`config.mk`:
```
export PLATFORM = sky130hd
export DESIGN_NAME = ahc_div
export DESIGN_NICKNAME = d
export VERILOG_FILES = /design/src/hdl/ahc_pkg.sv /design/src/hdl/ahc_div.sv
export SDC_FILE = /design/constraint.sdc
export NUM_CORES = 1
export LEC_CHECK = 0
export BUFFER_PORTS_ARGS = -buffer_cell sky130_fd_sc_hd__clkbuf_2
export CORE_ASPECT_RATIO = 0.75
export CORE_UTILIZATION = 64
export CTS_CLUSTER_SIZE = 40
export DETAILED_ROUTE_END_ITERATION = 8
export GPL_TIMING_DRIVEN = 0
export PLACE_DENSITY = 0.81
export SLEW_MARGIN = 25
export SYNTH_ARGS = -nofsm -noshare
export SYNTH_HDL_FRONTEND = slang
export SYNTH_SLANG_ARGS = --single-unit
```
`constraint.sdc`:
```
create_clock -name clock -period 4.9 [get_ports clock]
set_clock_uncertainty 0.1 [all_clocks]
set_input_delay 0.49 -clock clock [delete_from_list [all_inputs] [get_ports clock]]
set_output_delay 0.49 -clock clock [all_outputs]
set_load 0.01 [all_outputs]
```
`src/hdl/ahc_pkg.sv`:
```
// Shared types and constants for the ADC health conversion block.
// No dependencies; every other file in hdl/ imports this package.
package ahc_pkg;

   // register indexes on the csr port
   localparam logic [2:0] CSR_REF_CAL        = 3'd0;
   localparam logic [2:0] CSR_TS_CAL_LOW     = 3'd1;
   localparam logic [2:0] CSR_TS_CAL_HIGH    = 3'd2;
   localparam logic [2:0] CSR_CAL_REF_MV     = 3'd3;
   localparam logic [2:0] CSR_CAL_TEMP_LOW   = 3'd4;
   localparam logic [2:0] CSR_CAL_TEMP_HIGH  = 3'd5;
   localparam logic [2:0] CSR_DIVIDER_TOP    = 3'd6;
   localparam logic [2:0] CSR_DIVIDER_BOTTOM = 3'd7;

   // pipeline shape
   localparam int FRONT_STAGES = 5;
   localparam int Q_BITS       = 16;

   // operand widths of the three dividers
   localparam int VNUM_W  = 24;
   localparam int BNUM_W  = 53;
   localparam int TNUM_W  = 43;
   localparam int TDEN_W  = 24;

   typedef struct packed {
      logic [11:0] ref_count;
      logic [11:0] sensor_count;
      logic [11:0] batt_count;
   } req_type;

   typedef struct packed {
      logic [15:0]        vdda_mv;
      logic [15:0]        battery_mv;
      logic signed [15:0] temp_centi_c;
      logic               saturated;
      logic               cal_invalid;
   } rsp_type;

   // calibration values and the constants derived from them
   typedef struct packed {
      logic [11:0]        ref_cal;
      logic [11:0]        ts_cal_low;
      logic [VNUM_W-1:0]  vnum;
      logic [15:0]        bot;
      logic [16:0]        dsum;
      logic signed [12:0] dc;
      logic signed [15:0] dt100;
      logic signed [14:0] tl100;
      logic               dcz;
   } cfg_type;

endpackage

```
`src/hdl/ahc_div.sv`:
```
// Pipelined restoring divider, one quotient bit per stage, with an
// overflow flag for quotients that do not fit. Depends on ahc_pkg.
module ahc_div #(
   parameter int NW = 24,
   parameter int DW = 12,
   parameter int QW = 16,
   parameter int SW = 1
) (
   input  logic          clock,
   input  logic [QW:0]   ld,
   input  logic [NW-1:0] num,
   input  logic [DW-1:0] den,
   input  logic [SW-1:0] side,
   output logic [QW-1:0] q,
   output logic          ovf,
   output logic [SW-1:0] side_out
);
   import ahc_pkg::*;

   localparam int W = (NW > DW + QW) ? NW : DW + QW;

   logic [W-1:0]  rem_ff  [QW+1];
   logic [DW-1:0] den_ff  [QW+1];
   logic [QW-1:0] q_ff    [QW+1];
   logic          ovf_ff  [QW+1];
   logic [SW-1:0] side_ff [QW+1];

   logic [W-1:0]  rem_in [QW+1];
   logic [QW-1:0] q_in   [QW+1];
   logic [W-1:0]  trial  [QW+1];
   logic          ovf0;

   // stage 0 checks for overflow; later stages each resolve one bit
   always_comb begin
      ovf0      = ({1'b0, W'(num)} >= ({1'b0, W'(den)} << QW));
      rem_in[0] = ovf0 ? '0 : W'(num);
      q_in[0]   = '0;
      trial[0]  = '0;
      for (int j = 1; j <= QW; j++) begin
         trial[j]  = W'(den_ff[j-1]) << (QW - j);
         rem_in[j] = rem_ff[j-1];
         q_in[j]   = q_ff[j-1];
         if (rem_ff[j-1] >= trial[j]) begin
            rem_in[j]        = rem_ff[j-1] - trial[j];
            q_in[j][QW - j]  = 1'b1;
         end
      end
   end

   always_ff @(posedge clock) begin
      if (ld[0]) begin
         rem_ff[0]  <= rem_in[0];
         den_ff[0]  <= den;
         q_ff[0]    <= q_in[0];
         ovf_ff[0]  <= ovf0;
         side_ff[0] <= side;
      end
      for (int j = 1; j <= QW; j++) begin
         if (ld[j]) begin
            rem_ff[j]  <= rem_in[j];
            den_ff[j]  <= den_ff[j-1];
            q_ff[j]    <= q_in[j];
            ovf_ff[j]  <= ovf_ff[j-1];
            side_ff[j] <= side_ff[j-1];
         end
      end
   end

   assign q        = q_ff[QW];
   assign ovf      = ovf_ff[QW];
   assign side_out = side_ff[QW];

endmodule

```
# == After elaboration in Yosys (flattened, before gate mapping) ==
# Memories as Yosys holds them, arrays and structs flattened.
# Cells that the tools add are included.
# word_totals
regBits,0
ram_bits,986
in_bits,55
out_inout_bits,18
word_cells,105
memories,5
# classes
add_sub_neg,16
magnitude_cmp,17
mux,67
# mem_list
memory,depth,width,rd,rd_clocked_by_memory_dff,write_ports,line,text
rem_ff,17,28,16,0,17,ahc_div.sv:22,logic [W-1:0] rem_ff [QW+1];
q_ff,17,16,17,0,17,ahc_div.sv:24,logic [QW-1:0] q_ff [QW+1];
den_ff,17,12,16,0,17,ahc_div.sv:23,logic [DW-1:0] den_ff [QW+1];
ovf_ff,17,1,17,0,17,ahc_div.sv:25,logic ovf_ff [QW+1];
side_ff,17,1,17,0,17,ahc_div.sv:26,logic [SW-1:0] side_ff [QW+1];
# ops
operator,n
28-bit 2-to-1 mux,16
1-bit 2-to-1 mux,50
24-bit by 28-bit greater-or-equal comparator with 1-bit output,1
28-bit by 12-bit greater-or-equal comparator with 1-bit output,1
28-bit by 13-bit greater-or-equal comparator with 1-bit output,1
28-bit by 14-bit greater-or-equal comparator with 1-bit output,1
28-bit by 15-bit greater-or-equal comparator with 1-bit output,1
28-bit by 16-bit greater-or-equal comparator with 1-bit output,1
28-bit by 17-bit greater-or-equal comparator with 1-bit output,1
28-bit by 18-bit greater-or-equal comparator with 1-bit output,1
28-bit by 19-bit greater-or-equal comparator with 1-bit output,1
28-bit by 20-bit greater-or-equal comparator with 1-bit output,1
28-bit by 21-bit greater-or-equal comparator with 1-bit output,1
28-bit by 22-bit greater-or-equal comparator with 1-bit output,1
28-bit by 23-bit greater-or-equal comparator with 1-bit output,1
28-bit by 24-bit greater-or-equal comparator with 1-bit output,1
28-bit by 25-bit greater-or-equal comparator with 1-bit output,1
28-bit by 26-bit greater-or-equal comparator with 1-bit output,1
28-bit by 27-bit greater-or-equal comparator with 1-bit output,1
28-bit by 12-bit subtractor with 28-bit output,1
28-bit by 13-bit subtractor with 28-bit output,1
28-bit by 14-bit subtractor with 28-bit output,1
28-bit by 15-bit subtractor with 28-bit output,1
28-bit by 16-bit subtractor with 28-bit output,1
12 further kinds,12

# == Logic depth before layout (Yosys ltp) ==
# An unclocked memory read counts as a cell.
# logic_depth
ltp_word,3
mapped_depth,14
ltp_nobuf,12

# == Worst setup path before layout ==
# OpenSTA, ideal clock, no wires.
# synth_timing
path_kind,register to register
from,memory rem_ff[0][366] (netlist name)
to,memory rem_ff[0][399] (netlist name) (data pin)
arrival_ns,2.835
required_ns,4.540
path_slack_ns,1.706
path_stages_with_launch,13
n_path_buf,2
path_cell_list,edfxtp_1 inv_1 ha_1 inv_1 fa_1 a211oi_1 o21bai_1 a21oi_1 o211ai_1 or4_1 clkbuf_1 clkbuf_1 mux2_2
# synth_rtl
item,line
"start, declared",ahc_div.sv:22

==> flow_summary.ini <==
[routing]
wirelength_um = 77900
wl_per_cell_um = 19.8
drt_first_pass_iters = 6
antenna_left = 0
vias = 23800
drc = 0
avgViaCountPerCell = 6.03
drt-initial-drc-count = 2126

[pwr]
irDropWorstVdd_v = 0.000375
p_per_area_mw_per_mm2 = 495
p_seq_frac = 0.470
switching_share = 0.304
clockPowerShare = 0.279
leakage_uw = 0.0158
internal-power_uw = 14500
p_switching_uw = 6330
p_comb_frac = 0.251

[finish]
fin_cells = 3941
final_cell_mix = edfxtp_1, inv_1, ha_1, nand2_1, o21ai_0
num-nets-final = 3357
drive_gt1_frac = 0.0870
syn_to_final_growth_pct = 10.4
mostFrequentLayoutCell = edfxtp_1

[synth]
synth_cell_types = 78
synth_cells = 2927
synth_warnings = 0
synthArstFlopShare = 0
synth_seq_area_share = 0.635
synth_edf_count = 806
yosysTopAreaCell = edfxtp_1
yosysTopAreaCellShare = 0.635
synth_nets = 3194
avgSynthCellArea_um2 = 13.0
synth_ff_type = edfxtp_1
synth.area.top_cells = edfxtp_1, ha_1, xor2_1, inv_1, xnor2_1
synth-seq-cells = 806
netlist_area_mm2 = 0.0381

[hold_path]
hold_start = num[15]
holdPathStages = 2
min_to = rem_ff[0][15]
hold_path.class = in -> reg

[sta]
period_needed_ns = 4.24
max_freq_mhz = 236
setup_viol = 0
tightestPinTransition_ns = 1.03
finalSetupTns_ns = 0
slew_headroom = 0.301
finalCritPeriodShare = 0.864
final_hold_viol_count = 0
rsz0062_at_grt = no
drv_slew = 0

[status]
status = completed

[clock_network]
cts_hold_buffers = 13
htreeDepth = 3
cts.reportedPaths.clkPinSlew_ns = 0.06
clock_path_buffers = 3
postCtsSetupBuffers = 0
cts.sinks = 806
cts_tree = done
post_cts_resized = 0
numCtsBuffers = 76
clk_latency_ns = 0.65
cts-root-buf = clkbuf_16

[floorplanning]
rows = 77
dieArea_mm2 = 0.0605
start_util = 0.647
dieHeight_um = 213
die-width_um = 284
ios = 73
core_mm2 = 0.0589

[worst_setup_path]
cp-start-kind = flop
crit_fanout = 10
crit_arrival_ns = 4.46
endpoint_kind = flop
r2r-start = den_ff[0][49]
r2r_slack_ns = 0.66
r2r_end = rem_ff[0][162]
worst-setup-path-type = reg -> reg
critical_path_required_ns = 5.13
r2r_cells = 11

[global_routing]
grt_pass1_wl_um = 124000
antenna_found_initial = 2
grt-ovfl-total = 0
grt_pass1_vias = 23800
grt_start_max_net_pins = 58
track_usage = 0.262

[job]
cap_viol_max_count = 0

[placement]
placed_cells = 3789
io_buffers = 72
dp_hpwl_um = 55700
finalWeightedCongestion = 0.935
[cells by family (layout without fill, tap and decap cells)]
logic type | count (synthesis) | count (layout) | share of synthesized area
flops | 806 | 806 | 0.635
simple gates | 751 | 751 | 0.101
compound gates | 569 | 569 | 0.0913
buf+inv | 314 | 537 | 0.0328
xor+xnor | 220 | 220 | 0.0506
fa+ha+maj | 212 | 212 | 0.0726
mux | 55 | 55 | 0.0161
other cells | 0 | 1 | 0
[per-layer routing]
metal,GRT usage,routed length (µm),up-vias
met5,0,13,-
met4,0.0925,2380,2
met3,0.0375,5260,162
met2,0.449,37600,909
met1,0.344,32600,11600
li1,-,-,11100
[flip-flops by register name, indices dropped and copies added (netlist names)]
register / count
rem_ff: 444
den_ff: 192
q_ff: 136
ovf_ff: 17
side_ff: 17
[synth_stat cells, types with 31 or more instances]
cell	n
a21o_1	47
a21oi_1	172
and2_1	31
clkbuf_1	35
edfxtp_1	806
ha_1	197
inv_1	257
mux2_2	51
nand2_1	184
nand2b_1	36
nand3_1	35
nor2_1	169
nor2b_1	35
nor3_1	69
nor4_1	59
o21a_1	35
o21ai_0	173
xnor2_1	99
xor2_1	121
[worst max-delay path: stages, from the launching register on]
cell and delay [ns]:
edfxtp_1 0.43, inv_1 0.07, ha_1 0.34, nor2b_1 0.18, o31a_1 0.26, o21ai_0 0.67
a311oi_1 0.22, nor3b_1 0.50, clkbuf_1 0.51, inv_1 0.37, nor2_1 0.18, a41oi_1 0.07
[power by group through the flow]
stage / combinational [µW] / clock [µW] / sequential [µW]
floorplan: 3880 / 0 / 9630
global placement: 4770 / 0 / 9850
detailed placement: 5040 / 0 / 9890
CTS: 5130 / 5890 / 9770
global route: 5760 / 6140 / 9900
finish: 5220 / 5820 / 9780
[stage by stage]
stage / hold slack [ns] / setup slack, ns / cell area [µm²] / total power (µW) / util
3_5_place_dp: 0.305 / 0.896 / 39500 / 14900 / 0.671
5_1_grt: 0.0376 / 0.536 / 42100 / 21800 / 0.715
6_report: 0.0434 / 0.665 / 42100 / 20800 / 0.715
3_3_place_gp: 0.300 / 0.944 / 39400 / 14600 / 0.670
2_1_floorplan: 0.300 / 1.71 / 38100 / 13500 / -
4_1_cts: 0.0187 / 0.846 / 42100 / 20800 / 0.714
[worst max path at each step]
stage	start	end	cells past startpoint	slack [ns]
global placement	rem_ff[0][350]	rem_ff[0][391]	11	0.94
detailed placement	rem_ff[0][350]	rem_ff[0][391]	11	0.90
CTS	den_ff[0][49]	rem_ff[0][162]	11	0.85
global route	den_ff[0][49]	rem_ff[0][162]	11	0.54
floorplan	rem_ff[0][366]	rem_ff[0][399]	12	1.71
finish	den_ff[0][49]	rem_ff[0][162]	11	0.66
[layout make-up]
class	count	area (µm²)
Clock inverter	47	497
Tap cell	790	988
Fill cell	3749	16800
Buffer	56	282
Clock buffer	91	1960
Inverter	258	968
Timing Repair Buffer	85	523
Multi-Input combinational cell	1807	12600
Sequential cell	806	24200
Antenna cell	1	2.50
(Power assumes the default switching activity.)
