**src/hdl/ahc_pkg.sv**
```systemverilog
// Shared types and constants for the ADC health conversion block.
// No dependencies; every other file in hdl/ imports this package.
package ahc_pkg;

   // register indexes on the csr port
   localparam logic [2:0] CSR_REF_CAL        = 3'd0;
   localparam logic [2:0] CSR_TS_CAL_LOW     = 3'd1;
   localparam logic [2:0] CSR_TS_CAL_HIGH    = 3'd2;
   localparam logic [2:0] CSR_CAL_REF_MV     = 3'd3;
   localparam logic [2:0] CSR_CAL_TEMP_LOW   = 3'd4;
   localparam logic [2:0] CSR_CAL_TEMP_HIGH  = 3'd5;
   localparam logic [2:0] CSR_DIVIDER_TOP    = 3'd6;
   localparam logic [2:0] CSR_DIVIDER_BOTTOM = 3'd7;

   // pipeline shape
   localparam int FRONT_STAGES = 5;
   localparam int Q_BITS       = 16;

   // operand widths of the three dividers
   localparam int VNUM_W  = 24;
   localparam int BNUM_W  = 53;
   localparam int TNUM_W  = 43;
   localparam int TDEN_W  = 24;

   typedef struct packed {
      logic [11:0] ref_count;
      logic [11:0] sensor_count;
      logic [11:0] batt_count;
   } req_type;

   typedef struct packed {
      logic [15:0]        vdda_mv;
      logic [15:0]        battery_mv;
      logic signed [15:0] temp_centi_c;
      logic               saturated;
      logic               cal_invalid;
   } rsp_type;

   // calibration values and the constants derived from them
   typedef struct packed {
      logic [11:0]        ref_cal;
      logic [11:0]        ts_cal_low;
      logic [VNUM_W-1:0]  vnum;
      logic [15:0]        bot;
      logic [16:0]        dsum;
      logic signed [12:0] dc;
      logic signed [15:0] dt100;
      logic signed [14:0] tl100;
      logic               dcz;
   } cfg_type;

endpackage

```
**src/hdl/ahc_csr.sv**
```systemverilog
// Calibration register file plus registered derived constants.
// Depends on ahc_pkg.
module ahc_csr #(
   parameter int SAMPLE_BITS = 12
) (
   input  logic                    clock,
   input  logic                    reset,
   input  logic                    csr_valid,
   output logic                    csr_ready,
   input  logic [2:0]              csr_index,
   input  logic [15:0]             csr_wdata,
   output ahc_pkg::cfg_type        cfg,
   output logic [SAMPLE_BITS+15:0] fsbot
);
   import ahc_pkg::*;

   localparam int FSBW = SAMPLE_BITS + 16;
   localparam logic [SAMPLE_BITS-1:0] FS = '1;

   logic [11:0] ref_cal_ff, ts_cal_low_ff, ts_cal_high_ff, cal_ref_mv_ff;
   logic [7:0]  cal_temp_low_ff, cal_temp_high_ff;
   logic [15:0] divider_top_ff, divider_bottom_ff;

   cfg_type         cfg_in, cfg_ff;
   logic [FSBW-1:0] fsbot_in, fsbot_ff;
   logic [15:0]     bot;
   logic [8:0]      dt9;

   assign csr_ready = 1'b1;

   // register writes
   always_ff @(posedge clock) begin
      if (reset) begin
         ref_cal_ff        <= 12'd1500;
         ts_cal_low_ff     <= 12'd940;
         ts_cal_high_ff    <= 12'd1210;
         cal_ref_mv_ff     <= 12'd3300;
         cal_temp_low_ff   <= 8'd30;
         cal_temp_high_ff  <= 8'd110;
         divider_top_ff    <= 16'd10000;
         divider_bottom_ff <= 16'd10000;
      end else if (csr_valid) begin
         case (csr_index)
            CSR_REF_CAL:        ref_cal_ff        <= csr_wdata[11:0];
            CSR_TS_CAL_LOW:     ts_cal_low_ff     <= csr_wdata[11:0];
            CSR_TS_CAL_HIGH:    ts_cal_high_ff    <= csr_wdata[11:0];
            CSR_CAL_REF_MV:     cal_ref_mv_ff     <= csr_wdata[11:0];
            CSR_CAL_TEMP_LOW:   cal_temp_low_ff   <= csr_wdata[7:0];
            CSR_CAL_TEMP_HIGH:  cal_temp_high_ff  <= csr_wdata[7:0];
            CSR_DIVIDER_TOP:    divider_top_ff    <= csr_wdata;
            CSR_DIVIDER_BOTTOM: divider_bottom_ff <= csr_wdata;
            default: ;
         endcase
      end
   end

   // derived constants; a zero lower resistor counts as one
   always_comb begin
      bot              = (divider_bottom_ff == 16'd0) ? 16'd1 : divider_bottom_ff;
      dt9              = {cal_temp_high_ff[7], cal_temp_high_ff}
                       - {cal_temp_low_ff[7], cal_temp_low_ff};
      cfg_in.ref_cal    = ref_cal_ff;
      cfg_in.ts_cal_low = ts_cal_low_ff;
      cfg_in.vnum       = VNUM_W'(cal_ref_mv_ff) * VNUM_W'(ref_cal_ff);
      cfg_in.bot        = bot;
      cfg_in.dsum       = {1'b0, divider_top_ff} + {1'b0, bot};
      cfg_in.dc         = $signed({1'b0, ts_cal_high_ff}) - $signed({1'b0, ts_cal_low_ff});
      cfg_in.dt100      = 16'(16'($signed(dt9)) * 16'sd100);
      cfg_in.tl100      = 15'(15'($signed(cal_temp_low_ff)) * 15'sd100);
      cfg_in.dcz        = (ts_cal_low_ff == ts_cal_high_ff);
      fsbot_in          = FSBW'(FS) * FSBW'(bot);
   end

   always_ff @(posedge clock) begin
      cfg_ff   <= cfg_in;
      fsbot_ff <= fsbot_in;
   end

   assign cfg   = cfg_ff;
   assign fsbot = fsbot_ff;

endmodule

```
**config.mk**
```make
export PLATFORM = sky130hd
export DESIGN_NAME = ahc_csr
export DESIGN_NICKNAME = d
export VERILOG_FILES = /design/src/hdl/ahc_pkg.sv /design/src/hdl/ahc_csr.sv
export SDC_FILE = /design/constraint.sdc
export NUM_CORES = 1
export LEC_CHECK = 0
export BUFFER_PORTS_ARGS = -buffer_cell sky130_fd_sc_hd__buf_2
export CAP_MARGIN = 20
export CORE_MARGIN = 10
export CORE_UTILIZATION = 48
export CTS_CLUSTER_SIZE = 14
export DETAILED_ROUTE_END_ITERATION = 6
export PLACE_DENSITY = 0.76
export SYNTH_ARGS = -nofsm -noshare
export SYNTH_HDL_FRONTEND = slang
export SYNTH_SLANG_ARGS = --single-unit
```
**constraint.sdc**
```tcl
create_clock -name clock -period 13.8 [get_ports clock]
set_clock_uncertainty 0.15 [all_clocks]
set_input_delay 2.07 -clock clock [delete_from_list [all_inputs] [get_ports clock]]
set_output_delay 2.07 -clock clock [all_outputs]
set_load 0.02 [all_outputs]
```
======== After elaboration in Yosys (flattened, before gate mapping) ========
Index checks and enable logic that the tools add are counted.
word-level totals
  bits in registers ....................... 246
  bits in latches ......................... 0
  memory bits (writable) .................. 0
  memory bits (read-only) ................. 0
  input bits .............................. 22
  output and inout port bits .............. 155
  word-level logic and storage cells ...... 44
  memories ................................ 0
operators by class
  add/subtract/negate cells ............... 3
  multipliers ............................. 4
  divide/modulo/power cells ............... 0
  $lt $le $gt $ge ......................... 0
  equal/unequal tests ..................... 8
  shifts and indexed selects .............. 0
  mux-type cells .......................... 1
  bitwise operators ....................... 0
  reductions and logical operators ........ 10
operators by type and width
  cell                                                                  number
  12-bit by 16-bit multiplier with 28-bit output, first input constant  1
  12-bit by 12-bit multiplier with 24-bit output                        1
  16-bit by 16-bit adder with 17-bit output                             1
  16-bit zero test                                                      1
  16-bit 2-to-1 mux                                                     1
  2-bit AND reduction                                                   8
  9-bit by 6-bit multiplier with 14-bit output, second input constant   1
  8-bit by 6-bit multiplier with 13-bit output, second input constant   1
  12-bit by 12-bit subtractor with 13-bit output                        1
  12-bit == test                                                        1
  3-bit == test, second input constant                                  4
  8-bit by 8-bit subtractor with 9-bit output                           1
  3-bit by 2-bit == test with 1-bit output, second input constant       2
  3-bit by 1-bit == test with 1-bit output, second input constant       1
  3-bit zero test                                                       1

======== Logic depth before layout (Yosys ltp) ========
  word-level depth ........................ 3
  mapped depth ............................ 25
  mapped depth without buffers ............ 25

======== Least setup slack after synthesis ========
Ideal clock, no wire load.
  path type ............................... reg2reg
  from .................................... reg divider_bottom_ff[14]
  to ...................................... reg fsbot_ff[27], in the netlist fsbot[27]
  library setup time ...................... 0.086 ns
  arrival ................................. 6.057 ns
  data required time ...................... 13.564 ns
  path slack .............................. 7.508 ns
  stages on the path, launching flop included .. 22
  path buffers ............................ 0
  clock period less this slack ............ 6.292 ns
  cell sequence ........................... dfxtp_1 -> inv_1 -> ha_1 -> and4_1 -> nand4_1 -> nor3_1 -> nor2_1 -> fa_1 -> fa_1 -> inv_1 -> fa_1 -> inv_1 -> fa_1 -> fa_1 -> ha_1 -> a21o_1 -> a221o_1 -> o21a_1 -> o31a_1 -> o21ai_1 -> nor2_1 -> a211oi_1
on the way
  cells in the longest elaborated chain, start to end .. 3
ends and longest elaborated chain
  element                                         RTL line       text
  start: declaration                              ahc_csr.sv:22  logic [15:0] divider_top_ff, divider_bottom_ff;
  start signal: assignment                        ahc_csr.sv:51  CSR_DIVIDER_BOTTOM: divider_bottom_ff <= csr_wdata;
  16-bit zero test                                ahc_csr.sv:59  bot = (divider_bottom_ff == 16'd0) ? 16'd1 : divider_bottom_ff;
  16-bit 2-to-1 mux                               ahc_csr.sv:59
  via bot[6]                                      ahc_csr.sv:26  logic [15:0] bot;
  12-bit by 16-bit multiplier with 28-bit output  ahc_csr.sv:71  fsbot_in = FSBW'(FS) * FSBW'(bot);
  via fsbot_in[27]                                ahc_csr.sv:25  logic [FSBW-1:0] fsbot_in, fsbot_ff;
  end signal: assignment                          ahc_csr.sv:76  fsbot_ff <= fsbot_in;
  end: declaration                                ahc_csr.sv:25
The timed path passes the listed nets, and every way through them passes these cells.
A chain may end at the register's enable or synchronous reset.

======== Final worst setup path ========
Ends and elaborated chain as after synthesis.

==> impl_metrics.py <==
metrics = {
    "sta": {
        "fin_crit_sh_pct": 48.76,
        "hold_violations": 0,
        "rsz0062_at_grt": "false",
        "max_freq_mhz": 148.6,
        "worstMarginPinSlew_ps": 944.6,
        "setup_viol": 0,
        "timing.final.crit_period_ps": 6728,
        "tns_ps": 0,
        "slew_headroom_pct": 37.03,
        "slew_violations": 0,
    },
    "clock_network": {
        "clk_pin_slew_ps": 70,
        "cts_made_buffers": 28,
        "post_cts_buffers": 0,
        "clockRootBuffer": "clkbuf_16",
        "h-tree-depth": 1,
        "clock_sink_count": 245,
        "cts_hold_buf": 0,
        "cts_resized": 0,
        "cts_tree": "built",
        "clock_latency_ps": 590,
        "clk_path_buf_depth": 3,
    },
    "detailed_routing": {
        "drtIter0Drc": 821,
        "drt-wirelength-per-cell_um": 16.16,
        "vias": 13210,
        "antenna_left": 0,
        "wirelength_um": 41770,
        "drc": 0,
        "viasPerCell": 5.109,
        "drtPass1Iterations": 5,
    },
    "placement": {
        "gp_congestion": 0.8935,
        "io_buffers": 171,
        "place.detailed.hpwl_um": 32950,
    },
    "synthesis": {
        "synth_area_sq_mm": 0.01811,
        "synth_common_cells": "316 x inv_1, 249 x nand2_1, 245 x dfxtp_1",
        "synth_edf_count": 0,
        "synth.largest_area_cell": "dfxtp_1",
        "ys_types": 52,
        "yosysMostFrequentCell": "inv_1",
        "ys_ff_latch": 245,
        "synth-async-reset-ratio_pct": 0,
        "avgSynthCellArea_sq_um": 9.479,
        "netlist_instances": 1911,
        "synth_area_leaders": "dfxtp_1 27%, fa_1 23%, ha_1 15%",
        "yosys_warnings": 0,
        "yosysSeqAreaShare_pct": 27.08,
        "synth_top_cell_area_share_pct": 27.08,
        "synth_ff_type": "dfxtp_1",
    },
    "cells_and_area": {
        "seqCellArea_sq_mm": 0.004905,
        "fin_nets": 2495,
        "fillers": 3339,
        "multi_input_area_sq_mm": 0.01173,
        "areaGrowthSynthToFinish_pct": 12.81,
        "fin_util_pct": 54.51,
        "drive_above_1_share_pct": 11.55,
    },
    "power": {
        "p_leak_nw": 10.22,
        "vdd_drop_max_uv": 128.7,
        "p_switching_mw": 1.391,
        "pwr_density_cell_mw_per_mm2": 171.6,
        "pwr-share-seq_pct": 24.7,
        "swShare_pct": 39.68,
        "combPwrFrac_pct": 51.5,
        "clockPowerShare_pct": 23.7,
        "p_int_mw": 2.116,
    },
    "die": {
        "start_util_pct": 48.32,
        "fp.dieH_um": 214.3,
        "die_w_um": 214.3,
        "fp.dieArea_sq_mm": 0.04591,
        "rows": 71,
        "boundaryPins": 177,
        "coreArea_sq_mm": 0.03749,
    },
    "critical_path": {
        "reg2reg_setup_slack_ps": 7070,
        "crit_type": "flop to flop",
        "cp.arrival_ps": 7040,
        "r2r_cells": 22,
        "r2r_end": "fsbot[27]$_DFF_P_",
        "crit_path_end_kind": "flop",
        "worstSetupStartpointType": "flop",
        "crit_end": "fsbot[27]$_DFF_P_",
        "rr_startpoint": "divider_bottom_ff[14]$_SDFFE_PP0P_",
        "required_ps": 14110,
        "path_max_fanout": 5,
        "critPathLaunch": "divider_bottom_ff[14]$_SDFFE_PP0P_",
    },
    "global_routing": {
        "grt_start_max_net_pins": 97,
        "grtUsageTotal_pct": 18.28,
        "overflow": 0,
        "grt_antenna_before_repair": 9,
        "grt_pass1_wl_um": 70280,
        "grt_pass1_vias": 13780,
    },
    "outcome": {
        "status": "finished, final reports clean",
    },
    "job": {
        "max_cap_viol_count": 0,
    },
    "min_path": {
        "min_path_type": "flop to flop",
    },
}
[flip-flops by register name, indices dropped and copies added, names as in the netlist]
name,count
cal_ref_mv_ff,12
cal_temp_high_ff,8
cal_temp_low_ff,8
cfg,121
divider_bottom_ff,16
divider_top_ff,16
fsbot,28
ref_cal_ff,12
ts_cal_high_ff,12
ts_cal_low_ff,12
[cell families (layout without fill, tap and decap cells)]
group                      count (synthesis)  in the layout  synth area share (%)
AOI/OAI and AO/OA                        253            253                 9.063
xor gates and xnor gates                  83             83                 4.013
adders and majority gates                425            425                 38.14
buffers and inverters                    390            545                 8.254
DFF                                      245            245                 27.08
muxes                                     15             15                0.8289
other                                      2             10               0.04146
and+or+nand+nor                          498            498                 12.58
[critical path, cell delays in order (launching register included)]
cell and delay, ps:
dfxtp_1 340, inv_1 110, ha_1 150, and4_1 210, nand4_1 140, or3_1 440
nand2_1 160, inv_1 110, fa_1 630, fa_1 550, inv_1 50, fa_1 520
inv_1 50, fa_1 490, fa_1 410, ha_1 340, a21o_1 220, a221o_1 340
o21a_1 190, o31a_1 320, o21ai_1 330, nor2_1 100, a211oi_1 250
[routing by layer]
metal  track usage [%]  wire length, um
met5                 0               32
met4             4.562              900
met3             3.893             2559
met2             30.88            20050
met1             23.38            18220
[power by group through the flow]
stage	registers [mW]	logic [mW]	clock network, mW
finish	0.868	1.81	0.832
global route	0.879	2.05	0.878
CTS	0.869	1.82	0.853
detailed placement	0.883	1.80	0
global placement	0.881	1.76	0
floorplan	0.998	1.29	0
[worst min-delay path by stage]
| stage | start | end | slack (ps) | cells past startpoint |
|---|---|---|---|---|
| after global placement | ts_cal_low_ff[7]$_SDFFE_PP1P_ | cfg[109]$_DFF_P_ | 200 | 0 |
| final | ts_cal_low_ff[9]$_SDFFE_PP1P_ | cfg[111]$_DFF_P_ | 190 | 0 |
| after floorplan | ts_cal_low_ff[2]$_SDFFE_PP1P_ | cfg[104]$_DFF_P_ | 180 | 0 |
| after detailed placement | ts_cal_low_ff[5]$_SDFFE_PP1P_ | cfg[107]$_DFF_P_ | 200 | 0 |
| after CTS | ts_cal_low_ff[9]$_SDFFE_PP1P_ | cfg[111]$_DFF_P_ | 200 | 0 |
| after global routing | ts_cal_low_ff[9]$_SDFFE_PP1P_ | cfg[111]$_DFF_P_ | 210 | 0 |
[placed cells by master, fill, tap and decap left out, types with 4 or more instances in the layout]
cell type / count
nand3b_1: 22
a211oi_1: 6
a21oi_1: 99
nand3_1: 11
o31ai_1: 4
o21bai_1: 8
clkinvlp_4: 4
a31o_2: 4
clkinv_2: 4
nand4_1: 9
bufinv_16: 6
buf_2: 171
mux2i_1: 15
a21boi_0: 6
o211ai_1: 4
buf_4: 6
ha_1: 213
fa_1: 212
inv_1: 316
dfxtp_1: 245
nor3_1: 13
diode_2: 5
a211o_1: 25
conb_1: 5
clkbuf_8: 4
a221o_1: 4
xor2_1: 22
o21ai_0: 28
xnor2_1: 61
nor2_1: 89
a21o_1: 36
nand2_1: 249
nand2b_1: 12
a31oi_1: 7
and2_1: 51
nor2b_1: 28
o21a_1: 9
clkbuf_16: 28
[cell type report]
cell class | count | share of cell area [%]
Tap cell | 511 | 3.129
Multi-Input combinational cell | 1279 | 57.40
Antenna cell | 5 | 0.06123
Clock buffer | 32 | 3.698
Timing Repair Buffer | 178 | 4.445
Inverter | 316 | 5.805
Sequential cell | 245 | 24.00
Clock inverter | 19 | 1.457
[stage by stage]
step           setup slack (ps)  hold WS (ps)  std cells  instance area [sq um]  total power [mW]
6_report                   7072         192.5       2585                  20430             3.507
4_1_cts                    6672         196.7       2577                  20400             3.545
3_3_place_gp               6888         203.4       2526                  19350             2.638
5_1_grt                    6707         210.3       2582                  20430             3.807
3_5_place_dp               6724         196.4       2526                  19350             2.686
2_1_floorplan              7508         180.8       1914                  18120             2.289
Power figures use the tool's default switching activity.
